==> config.mk <==
export PLATFORM = sky130hd
export DESIGN_NAME = rgb_to_hsv
export DESIGN_NICKNAME = d
export VERILOG_FILES = /design/src/rtl/rgb2hsv_pkg.sv /design/src/rtl/rgb2hsv_front.sv /design/src/rtl/rgb2hsv_div.sv /design/src/rtl/rgb_to_hsv.sv
export SDC_FILE = /design/constraint.sdc
export NUM_CORES = 1
export LEC_CHECK = 0
export ABC_CLOCK_PERIOD_IN_PS = 4550
export BUFFER_PORTS_ARGS = -buffer_cell sky130_fd_sc_hd__buf_2
export CAP_MARGIN = 10
export CORE_MARGIN = 2
export CORE_UTILIZATION = 57
export DETAILED_ROUTE_END_ITERATION = 16
export GPL_ROUTABILITY_DRIVEN = 0
export GPL_TIMING_DRIVEN = 1
export PLACE_DENSITY = 0.76
export SETUP_SLACK_MARGIN = 0.02
export SLEW_MARGIN = 5
export SYNTH_ARGS = -nofsm -noshare
export SYNTH_HDL_FRONTEND = slang
export SYNTH_HIERARCHICAL = 1
export SYNTH_SLANG_ARGS = --single-unit
==> constraint.sdc <==
create_clock -name clk -period 4.55 [get_ports clk]
set_clock_uncertainty 0.05 [all_clocks]
set_input_delay 0.2275 -clock clk [delete_from_list [all_inputs] [get_ports clk]]
set_output_delay 0.2275 -clock clk [all_outputs]
set_load 0.1 [all_outputs]
==> src/rtl/rgb2hsv_pkg.sv <==
// shared types and constants for the rgb to hsv converter
// no dependencies

package rgb2hsv_pkg;

    localparam int CHANNEL_BITS_DEF = 8;

    // twice the hue step of 960 sixteenths per sector fraction, used in round-to-nearest form
    localparam int HUE_SCALE2 = 1920;
    // hue quotient never exceeds 960
    localparam int HUE_Q_BITS = 10;

    localparam int HUE_BITS   = 13;
    localparam int OFF_GREEN  = 1920;
    localparam int OFF_BLUE   = 3840;
    localparam int HUE_FULL   = 5760;

    typedef enum logic [1:0] {
        SECT_RED,
        SECT_GREEN,
        SECT_BLUE
    } sector_t;

    typedef struct packed {
        logic [7:0] red;
        logic [7:0] green;
        logic [7:0] blue;
    } pixel_t;

    typedef struct packed {
        logic [HUE_BITS-1:0] hue_sixteenths;
        logic [7:0]          saturation;
        logic [7:0]          brightness;
        logic                achromatic;
    } hsv_t;

    // per-pixel data that rides alongside the dividers
    typedef struct packed {
        logic [7:0] brightness;
        sector_t    sector;
        logic       negative;
        logic       achromatic;
    } side_t;

endpackage

==> src/rtl/rgb2hsv_front.sv <==
// front end: max/min, delta, sector select and divider operand setup, two stages
// depends on rgb2hsv_pkg

module rgb2hsv_front #(
    parameter int CHANNEL_BITS = rgb2hsv_pkg::CHANNEL_BITS_DEF,
    parameter int NUM_BITS     = 2 * CHANNEL_BITS + 1,
    parameter int DEN_BITS     = CHANNEL_BITS + 1
) (
    input  logic                  clk,
    input  logic                  rst_n,
    input  logic                  in_valid,
    input  rgb2hsv_pkg::pixel_t   pixel,
    output logic                  out_valid,
    output logic [NUM_BITS-1:0]   sat_num,
    output logic [DEN_BITS-1:0]   sat_den,
    output logic [NUM_BITS-1:0]   hue_num,
    output logic [DEN_BITS-1:0]   hue_den,
    output rgb2hsv_pkg::side_t    side
);

    localparam logic [NUM_BITS-1:0] SAT_K = NUM_BITS'(2 * ((1 << CHANNEL_BITS) - 1));
    localparam logic [NUM_BITS-1:0] HUE_K = NUM_BITS'(rgb2hsv_pkg::HUE_SCALE2);

    logic [CHANNEL_BITS-1:0] r, g, b;
    logic [CHANNEL_BITS-1:0] mx, mn;
    logic [CHANNEL_BITS-1:0] op_a, op_b;
    rgb2hsv_pkg::sector_t    sector;

    logic                    valid1_reg;
    logic [CHANNEL_BITS-1:0] mx_reg, delta_reg, mag_reg;
    logic                    neg_reg;
    rgb2hsv_pkg::sector_t    sector_reg;

    logic                    valid2_reg;
    logic [NUM_BITS-1:0]     sat_num_reg, hue_num_reg;
    logic [DEN_BITS-1:0]     sat_den_reg, hue_den_reg;
    rgb2hsv_pkg::side_t      side_reg, side_next;

    assign r = CHANNEL_BITS'(pixel.red);
    assign g = CHANNEL_BITS'(pixel.green);
    assign b = CHANNEL_BITS'(pixel.blue);

    always_comb
    begin
        mx = r;
        if (g > mx)
        begin
            mx = g;
        end
        if (b > mx)
        begin
            mx = b;
        end
        mn = r;
        if (g < mn)
        begin
            mn = g;
        end
        if (b < mn)
        begin
            mn = b;
        end
        if (mx == r)
        begin
            sector = rgb2hsv_pkg::SECT_RED;
            op_a   = g;
            op_b   = b;
        end
        else if (mx == g)
        begin
            sector = rgb2hsv_pkg::SECT_GREEN;
            op_a   = b;
            op_b   = r;
        end
        else
        begin
            sector = rgb2hsv_pkg::SECT_BLUE;
            op_a   = r;
            op_b   = g;
        end
    end

    // stage 1
    always_ff @(posedge clk or negedge rst_n)
    begin
        if (!rst_n)
        begin
            valid1_reg <= 1'b0;
        end
        else
        begin
            valid1_reg <= in_valid;
        end
    end

    always_ff @(posedge clk)
    begin
        mx_reg     <= mx;
        delta_reg  <= mx - mn;
        neg_reg    <= op_a < op_b;
        mag_reg    <= (op_a < op_b) ? op_b - op_a : op_a - op_b;
        sector_reg <= sector;
    end

    // stage 2: rounded-division operands, zero denominators forced to one
    always_comb
    begin
        side_next.brightness = 8'(mx_reg);
        side_next.sector     = sector_reg;
        side_next.negative   = neg_reg;
        side_next.achromatic = (delta_reg == '0);
    end

    always_ff @(posedge clk or negedge rst_n)
    begin
        if (!rst_n)
        begin
            valid2_reg <= 1'b0;
        end
        else
        begin
            valid2_reg <= valid1_reg;
        end
    end

    always_ff @(posedge clk)
    begin
        sat_num_reg <= NUM_BITS'(delta_reg) * SAT_K + NUM_BITS'(mx_reg);
        sat_den_reg <= (mx_reg == '0) ? DEN_BITS'(1) : {mx_reg, 1'b0};
        hue_num_reg <= NUM_BITS'(mag_reg) * HUE_K + NUM_BITS'(delta_reg);
        hue_den_reg <= (delta_reg == '0) ? DEN_BITS'(1) : {delta_reg, 1'b0};
        side_reg    <= side_next;
    end

    assign out_valid = valid2_reg;
    assign sat_num   = sat_num_reg;
    assign sat_den   = sat_den_reg;
    assign hue_num   = hue_num_reg;
    assign hue_den   = hue_den_reg;
    assign side      = side_reg;

endmodule

==> src/rtl/rgb2hsv_div.sv <==
// pipelined restoring divider, one quotient bit per register stage
// no dependencies; quotient must fit in Q_BITS

module rgb2hsv_div #(
    parameter int NUM_BITS = 17,
    parameter int DEN_BITS = 9,
    parameter int Q_BITS   = 10
) (
    input  logic                clk,
    input  logic [NUM_BITS-1:0] num,
    input  logic [DEN_BITS-1:0] den,
    output logic [Q_BITS-1:0]   quo
);

    localparam int WW = (NUM_BITS > DEN_BITS + Q_BITS) ? NUM_BITS : DEN_BITS + Q_BITS;

    logic [WW-1:0]       rem_reg [Q_BITS-1];
    logic [DEN_BITS-1:0] den_reg [Q_BITS-1];
    logic [Q_BITS-1:0]   quo_reg [Q_BITS];

    for (genvar k = 0; k < Q_BITS; k++)
    begin : g_stage
        localparam int SH = Q_BITS - 1 - k;

        logic [WW-1:0]       rem_in, trial, rem_next;
        logic [DEN_BITS-1:0] den_in;
        logic [Q_BITS-1:0]   quo_in, quo_next;
        logic [WW:0]         diff;

        if (k == 0)
        begin : g_first
            assign rem_in = WW'(num);
            assign den_in = den;
            assign quo_in = '0;
        end
        else
        begin : g_next
            assign rem_in = rem_reg[k-1];
            assign den_in = den_reg[k-1];
            assign quo_in = quo_reg[k-1];
        end

        assign trial    = WW'(den_in) << SH;
        assign diff     = {1'b0, rem_in} - {1'b0, trial};
        assign rem_next = diff[WW] ? rem_in : diff[WW-1:0];
        assign quo_next = quo_in | (Q_BITS'(!diff[WW]) << SH);

        always_ff @(posedge clk)
        begin
            quo_reg[k] <= quo_next;
        end

        if (k < Q_BITS - 1)
        begin : g_carry
            always_ff @(posedge clk)
            begin
                rem_reg[k] <= rem_next;
                den_reg[k] <= den_in;
            end
        end
    end

    assign quo = quo_reg[Q_BITS-1];

endmodule

==> src/rtl/rgb_to_hsv.sv <==
// rgb to hsv converter top level: front end, two dividers, hue assembly
// depends on rgb2hsv_pkg, rgb2hsv_front, rgb2hsv_div

// Takes one pixel per clock: busy is always low, so a beat is accepted on every
// cycle with start high. The result appears on result with done high after the
// 2 front-end stages, one stage per quotient bit in the saturation and hue
// dividers, which run side by side with max(CHANNEL_BITS, 10) stages, and one
// output stage. done is high for one cycle only and cannot be held off; results
// come out in input order. Hue is in sixteenths of a degree, saturation and
// brightness are the low 8 bits of their values.

module rgb_to_hsv #(
    parameter int CHANNEL_BITS = rgb2hsv_pkg::CHANNEL_BITS_DEF
) (
    input  logic                clk,
    input  logic                rst_n,
    input  logic                start,
    output logic                busy,
    input  rgb2hsv_pkg::pixel_t pixel,
    output logic                done,
    output rgb2hsv_pkg::hsv_t   result
);

    localparam int NUM_BITS = (2 * CHANNEL_BITS + 1 > CHANNEL_BITS + 11)
                              ? 2 * CHANNEL_BITS + 1 : CHANNEL_BITS + 11;
    localparam int DEN_BITS = CHANNEL_BITS + 1;
    localparam int Q_BITS   = (CHANNEL_BITS > rgb2hsv_pkg::HUE_Q_BITS)
                              ? CHANNEL_BITS : rgb2hsv_pkg::HUE_Q_BITS;
    localparam int LATENCY  = Q_BITS + 3;

    logic                front_valid;
    logic [NUM_BITS-1:0] sat_num, hue_num;
    logic [DEN_BITS-1:0] sat_den, hue_den;
    rgb2hsv_pkg::side_t  front_side;
    logic [Q_BITS-1:0]   sat_q, hue_q;

    logic [Q_BITS-1:0]   valid_reg;
    rgb2hsv_pkg::side_t  side_reg [Q_BITS];

    rgb2hsv_pkg::side_t  side_out;
    logic signed [14:0]  offset, hue_raw, hue_wrap;
    rgb2hsv_pkg::hsv_t   result_next, result_reg;
    logic                done_reg;

    assign busy = 1'b0;

    rgb2hsv_front #(
        .CHANNEL_BITS (CHANNEL_BITS),
        .NUM_BITS     (NUM_BITS),
        .DEN_BITS     (DEN_BITS)
    ) u_front (
        .clk       (clk),
        .rst_n     (rst_n),
        .in_valid  (start),
        .pixel     (pixel),
        .out_valid (front_valid),
        .sat_num   (sat_num),
        .sat_den   (sat_den),
        .hue_num   (hue_num),
        .hue_den   (hue_den),
        .side      (front_side)
    );

    rgb2hsv_div #(
        .NUM_BITS (NUM_BITS),
        .DEN_BITS (DEN_BITS),
        .Q_BITS   (Q_BITS)
    ) u_sat_div (
        .clk (clk),
        .num (sat_num),
        .den (sat_den),
        .quo (sat_q)
    );

    rgb2hsv_div #(
        .NUM_BITS (NUM_BITS),
        .DEN_BITS (DEN_BITS),
        .Q_BITS   (Q_BITS)
    ) u_hue_div (
        .clk (clk),
        .num (hue_num),
        .den (hue_den),
        .quo (hue_q)
    );

    // side data delay matching the divider depth
    always_ff @(posedge clk or negedge rst_n)
    begin
        if (!rst_n)
        begin
            valid_reg <= '0;
        end
        else
        begin
            valid_reg <= {valid_reg[Q_BITS-2:0], front_valid};
        end
    end

    always_ff @(posedge clk)
    begin
        side_reg[0] <= front_side;
        for (int i = 1; i < Q_BITS; i++)
        begin
            side_reg[i] <= side_reg[i-1];
        end
    end

    assign side_out = side_reg[Q_BITS-1];

    // hue assembly
    always_comb
    begin
        case (side_out.sector)
            rgb2hsv_pkg::SECT_RED:   offset = 15'sd0;
            rgb2hsv_pkg::SECT_GREEN: offset = 15'(rgb2hsv_pkg::OFF_GREEN);
            rgb2hsv_pkg::SECT_BLUE:  offset = 15'(rgb2hsv_pkg::OFF_BLUE);
            default:                 offset = 15'sd0;
        endcase
        hue_raw = side_out.negative
                  ? offset - $signed({1'b0, 14'(hue_q)})
                  : offset + $signed({1'b0, 14'(hue_q)});
        hue_wrap = (hue_raw < 0) ? hue_raw + 15'(rgb2hsv_pkg::HUE_FULL) : hue_raw;

        result_next.hue_sixteenths = side_out.achromatic
                                     ? '0 : rgb2hsv_pkg::HUE_BITS'(hue_wrap);
        result_next.saturation     = 8'(sat_q);
        result_next.brightness     = side_out.brightness;
        result_next.achromatic     = side_out.achromatic;
    end

    always_ff @(posedge clk or negedge rst_n)
    begin
        if (!rst_n)
        begin
            done_reg <= 1'b0;
        end
        else
        begin
            done_reg <= valid_reg[Q_BITS-1];
        end
    end

    always_ff @(posedge clk)
    begin
        result_reg <= result_next;
    end

    assign done   = done_reg;
    assign result = result_reg;

    // checks
    a_latency : assert property (@(posedge clk) disable iff (!rst_n)
        start |-> ##LATENCY done)
        else $error("accepted beat did not complete on time");

    a_hue_range : assert property (@(posedge clk) disable iff (!rst_n)
        done |-> result.hue_sixteenths < rgb2hsv_pkg::HUE_BITS'(rgb2hsv_pkg::HUE_FULL))
        else $error("hue out of range");

    a_gray_hue : assert property (@(posedge clk) disable iff (!rst_n)
        done && result.achromatic |-> result.hue_sixteenths == '0)
        else $error("achromatic beat with nonzero hue");

    a_gray_sat : assert property (@(posedge clk) disable iff (!rst_n)
        done && result.achromatic |-> result.saturation == '0)
        else $error("achromatic beat with nonzero saturation");

endmodule

## After elaboration in Yosys (flattened, before gate mapping)

Memories as Yosys holds them, arrays and structs flattened. A register that Yosys moved wholly into a read port is not among the register bits.
Index checks and enable logic that the tools add are counted.

| storage, ports and cells | value |
|---|---|
| bits in writable memories | 824 |
| logic and storage cells | 142 |
| memories | 7 |
| output and inout bits | 32 |
| register bits after elaboration | 130 |

Memory list:

| name | depth | width | read ports | clocked after memory_dff | wr ports | line | source |
|---|---|---|---|---|---|---|---|
| u_hue_div.rem_reg | 9 | 19 | 9 | 0 | 9 | rgb2hsv_div.sv:17 | `logic [WW-1:0] rem_reg [Q_BITS-1];` |
| u_sat_div.rem_reg | 9 | 19 | 9 | 0 | 9 | rgb2hsv_div.sv:17 |  |
| side_reg | 10 | 12 | 10 | 0 | 10 | rgb_to_hsv.sv:38 | `rgb2hsv_pkg::side_t side_reg [Q_BITS];` |
| u_hue_div.quo_reg | 10 | 10 | 10 | 0 | 10 | rgb2hsv_div.sv:19 | `logic [Q_BITS-1:0] quo_reg [Q_BITS];` |
| u_sat_div.quo_reg | 10 | 10 | 10 | 1 | 10 | rgb2hsv_div.sv:19 |  |
| u_hue_div.den_reg | 9 | 9 | 9 | 0 | 9 | rgb2hsv_div.sv:18 | `logic [DEN_BITS-1:0] den_reg [Q_BITS-1];` |
| 1 more memories | - | - | - | - | - | - |  |

| operators by class | value |
|---|---|
| order comparisons | 6 |
| reduce and logical (&&, ||, !) cells | 22 |
| mux-type cells | 33 |
| bitwise gates (word level) | 18 |
| eq/ne operators | 4 |
| $mul | 2 |
| $add $sub $neg | 28 |

Operators with widths:

| cell | number |
|---|---|
| $mux W19 | 18 |
| $mux W8 | 9 |
| $sub A19 B10 Y20 | 2 |
| $sub A19 B11 Y20 | 2 |
| $sub A19 B12 Y20 | 2 |
| $sub A19 B13 Y20 | 2 |
| $sub A19 B14 Y20 | 2 |
| $sub A19 B15 Y20 | 2 |
| $sub A19 B16 Y20 | 2 |
| $sub A19 B17 Y20 | 2 |
| $sub A19 B18 Y20 | 2 |
| $sub A19 B9 Y20 | 2 |
| $lt A8 B8 Y1 | 3 |
| $pmux W12 S2 | 1 |
| $sub A8 B8 Y8 | 3 |
| $logic_not A1 Y1 | 20 |
| $or A10 B1 Y10 | 2 |
| $or A10 B2 Y10 | 2 |
| $or A10 B3 Y10 | 2 |
| $or A10 B4 Y10 | 2 |
| $or A10 B5 Y10 | 2 |
| $or A10 B6 Y10 | 2 |
| $or A10 B7 Y10 | 2 |
| $or A10 B8 Y10 | 2 |
| 18 further kinds | 23 |

## Logic depth before layout (Yosys ltp)

Gate-level depths: netlist of run 1.

| depth | value |
|---|---|
| word-level depth | 9 |
| mapped depth | 37 |
| gate-level depth less buffers | 32 |

## Cells and area by module

The synthesis of run 1 kept the hierarchy.

By module, submodules not included:

| module | area an instance (um2) | cells each | instances |
|---|---|---|---|
| rgb2hsv_div (u_hue_div) | 12,234.2 | 1,185 | 1 |
| rgb2hsv_div (u_sat_div) | 11,782.6 | 1,170 | 1 |
| rgb2hsv_front | 7,479.7 | 827 | 1 |
| rgb_to_hsv | 4,067.7 | 273 | 1 |

## Least setup slack after synthesis of run 1

No wires, ideal clock.

| timing path | value |
|---|---|
| path type | input to register |
| from | input pixel[23] in the netlist's numbering |
| to | register u_front.mag_reg[5] |
| arrival | 7.017 ns |
| setup slack | -2.589 ns |
| cell stages on the path | 34 |
| required time | 4.428 ns |
| cells stage by stage | clkbuf_1 -> inv_1 -> ha_1 -> a21oi_1 -> o21ai_0 -> o21ai_2 -> buf_2 -> buf_2 -> buf_1 -> nor2_1 -> a21oi_1 -> ha_1 -> a21o_1 -> a221o_1 -> a21oi_4 -> nor2_1 -> clkbuf_1 -> o311ai_0 -> a222oi_1 -> nand4_1 -> clkbuf_1 -> a21oi_1 -> fa_1 -> a21o_1 -> a21oi_1 -> o21bai_1 -> a21oi_1 -> o21ai_0 -> a211o_1 -> or3_1 -> a21oi_1 -> a211oi_2 -> a31oi_1 -> xnor2_1 |

| between the ends | value |
|---|---|
| cells in the longest elaborated chain, start to end | 9 |

RTL lines:

| what | line | source |
|---|---|---|
| start, declared | rgb_to_hsv.sv:19 | `input rgb2hsv_pkg::pixel_t pixel,` |
| $gt A8 B8 Y1 | rgb2hsv_front.sv:46 | `if (g > mx)` |
| $mux W8 | rgb2hsv_front.sv:46 |  |
| $gt A8 B8 Y1 | rgb2hsv_front.sv:50 | `if (b > mx)` |
| $mux W8 | rgb2hsv_front.sv:50 |  |
| $eq A8 B8 Y1 | rgb2hsv_front.sv:69 | `else if (mx == g)` |
| $mux W8 | rgb2hsv_front.sv:69 |  |
| $mux W8 | rgb2hsv_front.sv:63 | `if (mx == r)` |
| $sub A8 B8 Y8 or $lt A8 B8 Y1 (tied branches) | rgb2hsv_front.sv:101 | `mag_reg <= (op_a < op_b) ? op_b - op_a : op_a - op_b;` |
| $mux W8 (*) | rgb2hsv_front.sv:101 |  |
| end signal, assigned | rgb2hsv_front.sv:101 |  |
| end, declared | rgb2hsv_front.sv:30 | `logic [CHANNEL_BITS-1:0] mx_reg, delta_reg, mag_reg;` |

Mark *: on every way between the ends. The rest lies on a longest branch, timed or not.
A chain may end at the register's enable or synchronous reset.

## Worst setup path after layout of run 1

| timing path | value |
|---|---|
| from | input pixel[17] in the netlist's numbering |
| to | register u_front.mag_reg[5] |

Same word-level chain as after synthesis.

==> reports/results.tsv, run 1 <==
metric	value	unit
finalSetupViolCount	8	
wirelength	63500	um
cts.reportedPaths.clkPinSlew	0.06	ns
tightest_slew	0.989	ns
r2r_cells	17	
rsz0062_at_grt	yes	
violations	negative setup slack	
fmax	169	MHz
root_buffer	clkbuf_16	
clockBufferDepth	3	
syn_nets	3827	
io-pin-count	59	
numCtsBuffers	83	
outcome	finished with violations	
grt.total_usage	19.9	%
drtIter0Drc	1239	
first_pass_iters	10	
endpoint_kind	flop	
utilization	66.7	%
coreArea	0.0614	sq mm
layout.cells.non_filler	4564	
avgSynthCellArea	10.2	sq um
antenna_found_initial	0	
nets	4103	
arrival	6.35	ns
fin_crit	5.91	ns
worstHoldPathCells	5	
die_w	252	um
hold_slack	0.158	ns
dieHeight	252	um
num_rows	91	
path_class	primary input to flop	
holdCritPathClass	primary input to flop	
grt_pass1_wl	107000	um
numPlacedInstances	4383	
place.port_buffers	57	
dp_hpwl	44900	um
antenna-diode-count	0	
worstSetupStartpointType	primary input	
ctsHtreeMaxLevel	3	
cts_tree	built	
drv_cap	0	
die_area	0.0637	sq mm
setup_slack	-1.36	ns
num_vias	24107	
ant_nets	0	
initial_utilization	57.3	%
netlist_area	0.0352	sq mm
synth_cells	3436	
slew_headroom	33.9	%
post-route-drc-count	0	
grt-ovfl-total	0	
finalCritPeriodShare	130	%
cp_slowest_stage_delay	0.33	ns
cts.sinks	850	
worstPathRequired	4.99	ns
slew_violations	0	
routedWlPerCell	13.9	um
grt_pass1_vias	23700	
ys_warn_count	6	
hold_viol	0	
area_growth	16.4	%
worstPathMaxFanout	7	
clock_latency	0.62	ns
vias_per_cell	5.28	
drive_above_1_share	15.4	%
crit_slowest_cell	a221o_1	
grt_max_degree	24	
-- final cells by class --
class,count,area (sq um)
clock buffer,113,2350
clock inverter,34,293
fill,4580,20400
inverter,373,1410
multi-input combinational,2151,16900
sequential,850,17100
tap,790,988
timing repair buffer,253,1870
-- cell usage in the layout, fill, tap and decap left out, types with 54 or more instances in the layout --
cell,count
nor3_1,77
xnor2_1,128
nand2_1,162
a21o_1,54
clkbuf_16,84
xor2_1,83
buf_4,173
nor2_1,232
fa_1,59
buf_2,56
dfxtp_1,830
a21oi_1,194
inv_1,362
o21ai_0,113
ha_1,286
-- per-layer routing --
metal,track usage (%),part of all wire [%],vias to the layer above
met1,23.5,43,11127
met2,36.0,50,543
met4,7.49,3.0,0
met5,0,0,-
li1,-,-,12265
met3,3.44,4.8,172
-- final timing paths --
kind                                              start  slack [ns]                         endpoint
max in group asynchronous                         rst_n        3.46           valid_reg[1]$_DFF_PN0_
setup reg to reg           u_front/delta_reg[2]$_DFF_P_        0.08      u_front/sat_num[16]$_DFF_P_
min in group asynchronous                         rst_n        0.62           valid_reg[6]$_DFF_PN0_
setup / recovery                              pixel[17]       -1.36       u_front/mag_reg[5]$_DFF_P_
hold / removal                                 pixel[7]        0.16     u_front/delta_reg[7]$_DFF_P_
hold reg to reg              u_front/hue_num[5]$_DFF_P_        0.25  u_hue_div/rem_reg[0][5]$_DFF_P_
-- timing repair --
action	4_1_cts	5_1_grt
hold buffers	3	0
resized for setup	47	77
endpoints found under the hold margin	14	0
pin swaps	50	54
setup endpoints to repair	12	14
buffers inserted	20	12
-- metrics by stage --
step	instance area [sq um]	TNS, ns	setup WS, ns
floorplan	35400	-10.96	-1.74
global placement	37500	-11.97	-1.77
detailed placement	37500	-14.04	-1.97
CTS	40500	-7.43	-1.26
finish	40900	-7.97	-1.36
global route	40900	-10.51	-1.65
-- worst max-delay path, delay by kind of cell --
| family | cells | cell delay (ns) |
|---|---|---|
| AND/OR/NAND/NOR | 7 | 0.81 |
| XOR/XNOR | 1 | 0.13 |
| buffers and inverters | 9 | 1.12 |
| multiplexers | 2 | 0.57 |
| AO/OA/AOI/OAI | 17 | 2.81 |
| adder cells (fa/ha/maj) | 3 | 0.65 |
Power of run 1 is left out: the tool's default activity adds up to more than one toggle a clock period on the data nets, which glitch-free logic cannot reach.
==> run 2, diff against run 1 <==
- TNS_END_PERCENT: not set -> 10
==> reports/results.tsv, run 2 (synthesis gave the netlist of run 1 again) <==
metric	value	unit
outcome	finished with violations	
violations	negative setup slack	
drv_cap	0	
slew_violations	0	
arrival	6.44	ns
num_rows	91	
grt_pass1_wl	105000	um
crit_slowest_cell	a221o_2	
rsz0062_at_grt	yes	
coreArea	0.0614	sq mm
grt.total_usage	19.6	%
finalCritPeriodShare	131	%
root_buffer	clkbuf_16	
fmax	167	MHz
first_pass_iters	6	
hold_slack	0.167	ns
nets	4090	
path_class	primary input to flop	
setup_slack	-1.42	ns
final_cell_mix	dfxtp_1 (832), inv_1 (365), ha_1 (295)	
holdCritPathClass	primary input to flop	
grt_max_degree	24	
slew_headroom	35.0	%
layout_commonest_cell	dfxtp_1	
finalInstanceArea	0.0406	sq mm
num_vias	24022	
endpoint_kind	flop	
finalSetupViolCount	10	
drive_above_1_share	13.6	%
die_area	0.0637	sq mm
post-route-drc-count	0	
io-pin-count	59	
vias_per_cell	5.28	
clock_latency	0.62	ns
grt_pass1_vias	23539	
cts.reportedPaths.clkPinSlew	0.06	ns
place.port_buffers	57	
routedWlPerCell	13.7	um
antenna-diode-count	0	
drtIter0Drc	1114	
dp_hpwl	45200	um
worstPathMaxFanout	12	
worstSetupStartpointType	primary input	
cp_slowest_stage_delay	0.41	ns
numCtsBuffers	82	
clockBufferDepth	3	
post_dp_cell_area	0.0376	sq mm
ant_nets	0	
initial_utilization	57.3	%
dieHeight	252	um
post-place-ws	-2.09	ns
antenna_found_initial	0	
cts_tree	built	
die_w	252	um
fin_crit	5.97	ns
worstPathRequired	5.02	ns
utilization	66.1	%
wirelength	62200	um
cts.sinks	850	
area_growth	15.4	%
grt-ovfl-total	0	
tightest_slew	0.972	ns
ctsHtreeMaxLevel	3	
hold_viol	0	
regToRegSetupSlack	0	ns
==> run 2: changes by cell type in the layout (fill, tap and decap cells not counted), moves of 6 or more <==
cell       delta
a21oi_1       +7
clkinv_2      -9
bufinv_16     +6
dfxtp_4       -6
ha_4          -7
buf_6        -15
inv_6         -6
ha_1          +9
==> run 2: final cells by class <==
| cell class | instances | area, sq um |
|---|---|---|
| Clock buffer | 113 | 2370 |
| Clock inverter | 30 | 467 |
| Fill cell | 4610 | 20800 |
| Inverter | 373 | 1400 |
| Multi-Input combinational cell | 2152 | 16600 |
| Sequential cell | 850 | 17100 |
| Tap cell | 790 | 988 |
| Timing Repair Buffer | 240 | 1680 |
==> run 2: worst max-delay path, delay by kind of cell <==
| kind | cells | cell delay (ns) |
|---|---|---|
| compound gates | 17 | 3.13 |
| fa+ha+maj | 3 | 0.85 |
| buf+inv | 6 | 0.84 |
| simple gates | 5 | 0.68 |
| mux | 2 | 0.56 |
| xor+xnor | 1 | 0.15 |
==> run 2: path summary, 6_finish.rpt <==
check	from	to	cells past startpoint
max reg2reg	u_front/delta_reg[3]$_DFF_P_	u_front/sat_num[16]$_DFF_P_	18
max	pixel[17]	u_front/mag_reg[5]$_DFF_P_	34
min reg2reg	u_sat_div/rem_reg[0][57]$_DFF_P_	u_sat_div/rem_reg[0][76]$_DFF_P_	0
min in group asynchronous	rst_n	done$_DFF_PN0_	3
min	pixel[8]	u_front/mag_reg[0]$_DFF_P_	6
max in group asynchronous	rst_n	valid_reg[3]$_DFF_PN0_	3
==> run 2: stage by stage <==
step / instances / setup TNS, ns
after CTS: 4542 / -7.01
after floorplan: 3436 / -12.28
after global placement: 4395 / -13.23
final: 4548 / -8.51
after global routing: 4548 / -12.30
after detailed placement: 4395 / -15.62
==> run 2: what timing repair did <==
| item | CTS | global route |
|---|---|---|
| endpoints found under the hold margin | 14 | 0 |
| buffers inserted | 1 | 5 |
| pin swaps | 8 | 7 |
| cloned | 0 | 1 |
| endpoints found under the setup margin | 13 | 16 |
| hold buffers | 3 | 0 |
| gates resized for setup | 17 | 15 |
==> run 2: routing by layer <==
| metal | vias to the layer above | share of wire, % | global-route usage (%) |
|---|---|---|---|
| met1 | 11131 | 43 | 22.9 |
| met5 | - | 0 | 0 |
| met2 | 491 | 49 | 35.5 |
| met3 | 167 | 4.5 | 3.40 |
| li1 | 12233 | - | - |
| met4 | 0 | 3.2 | 7.62 |
Power of run 2 is left out for the same reason.
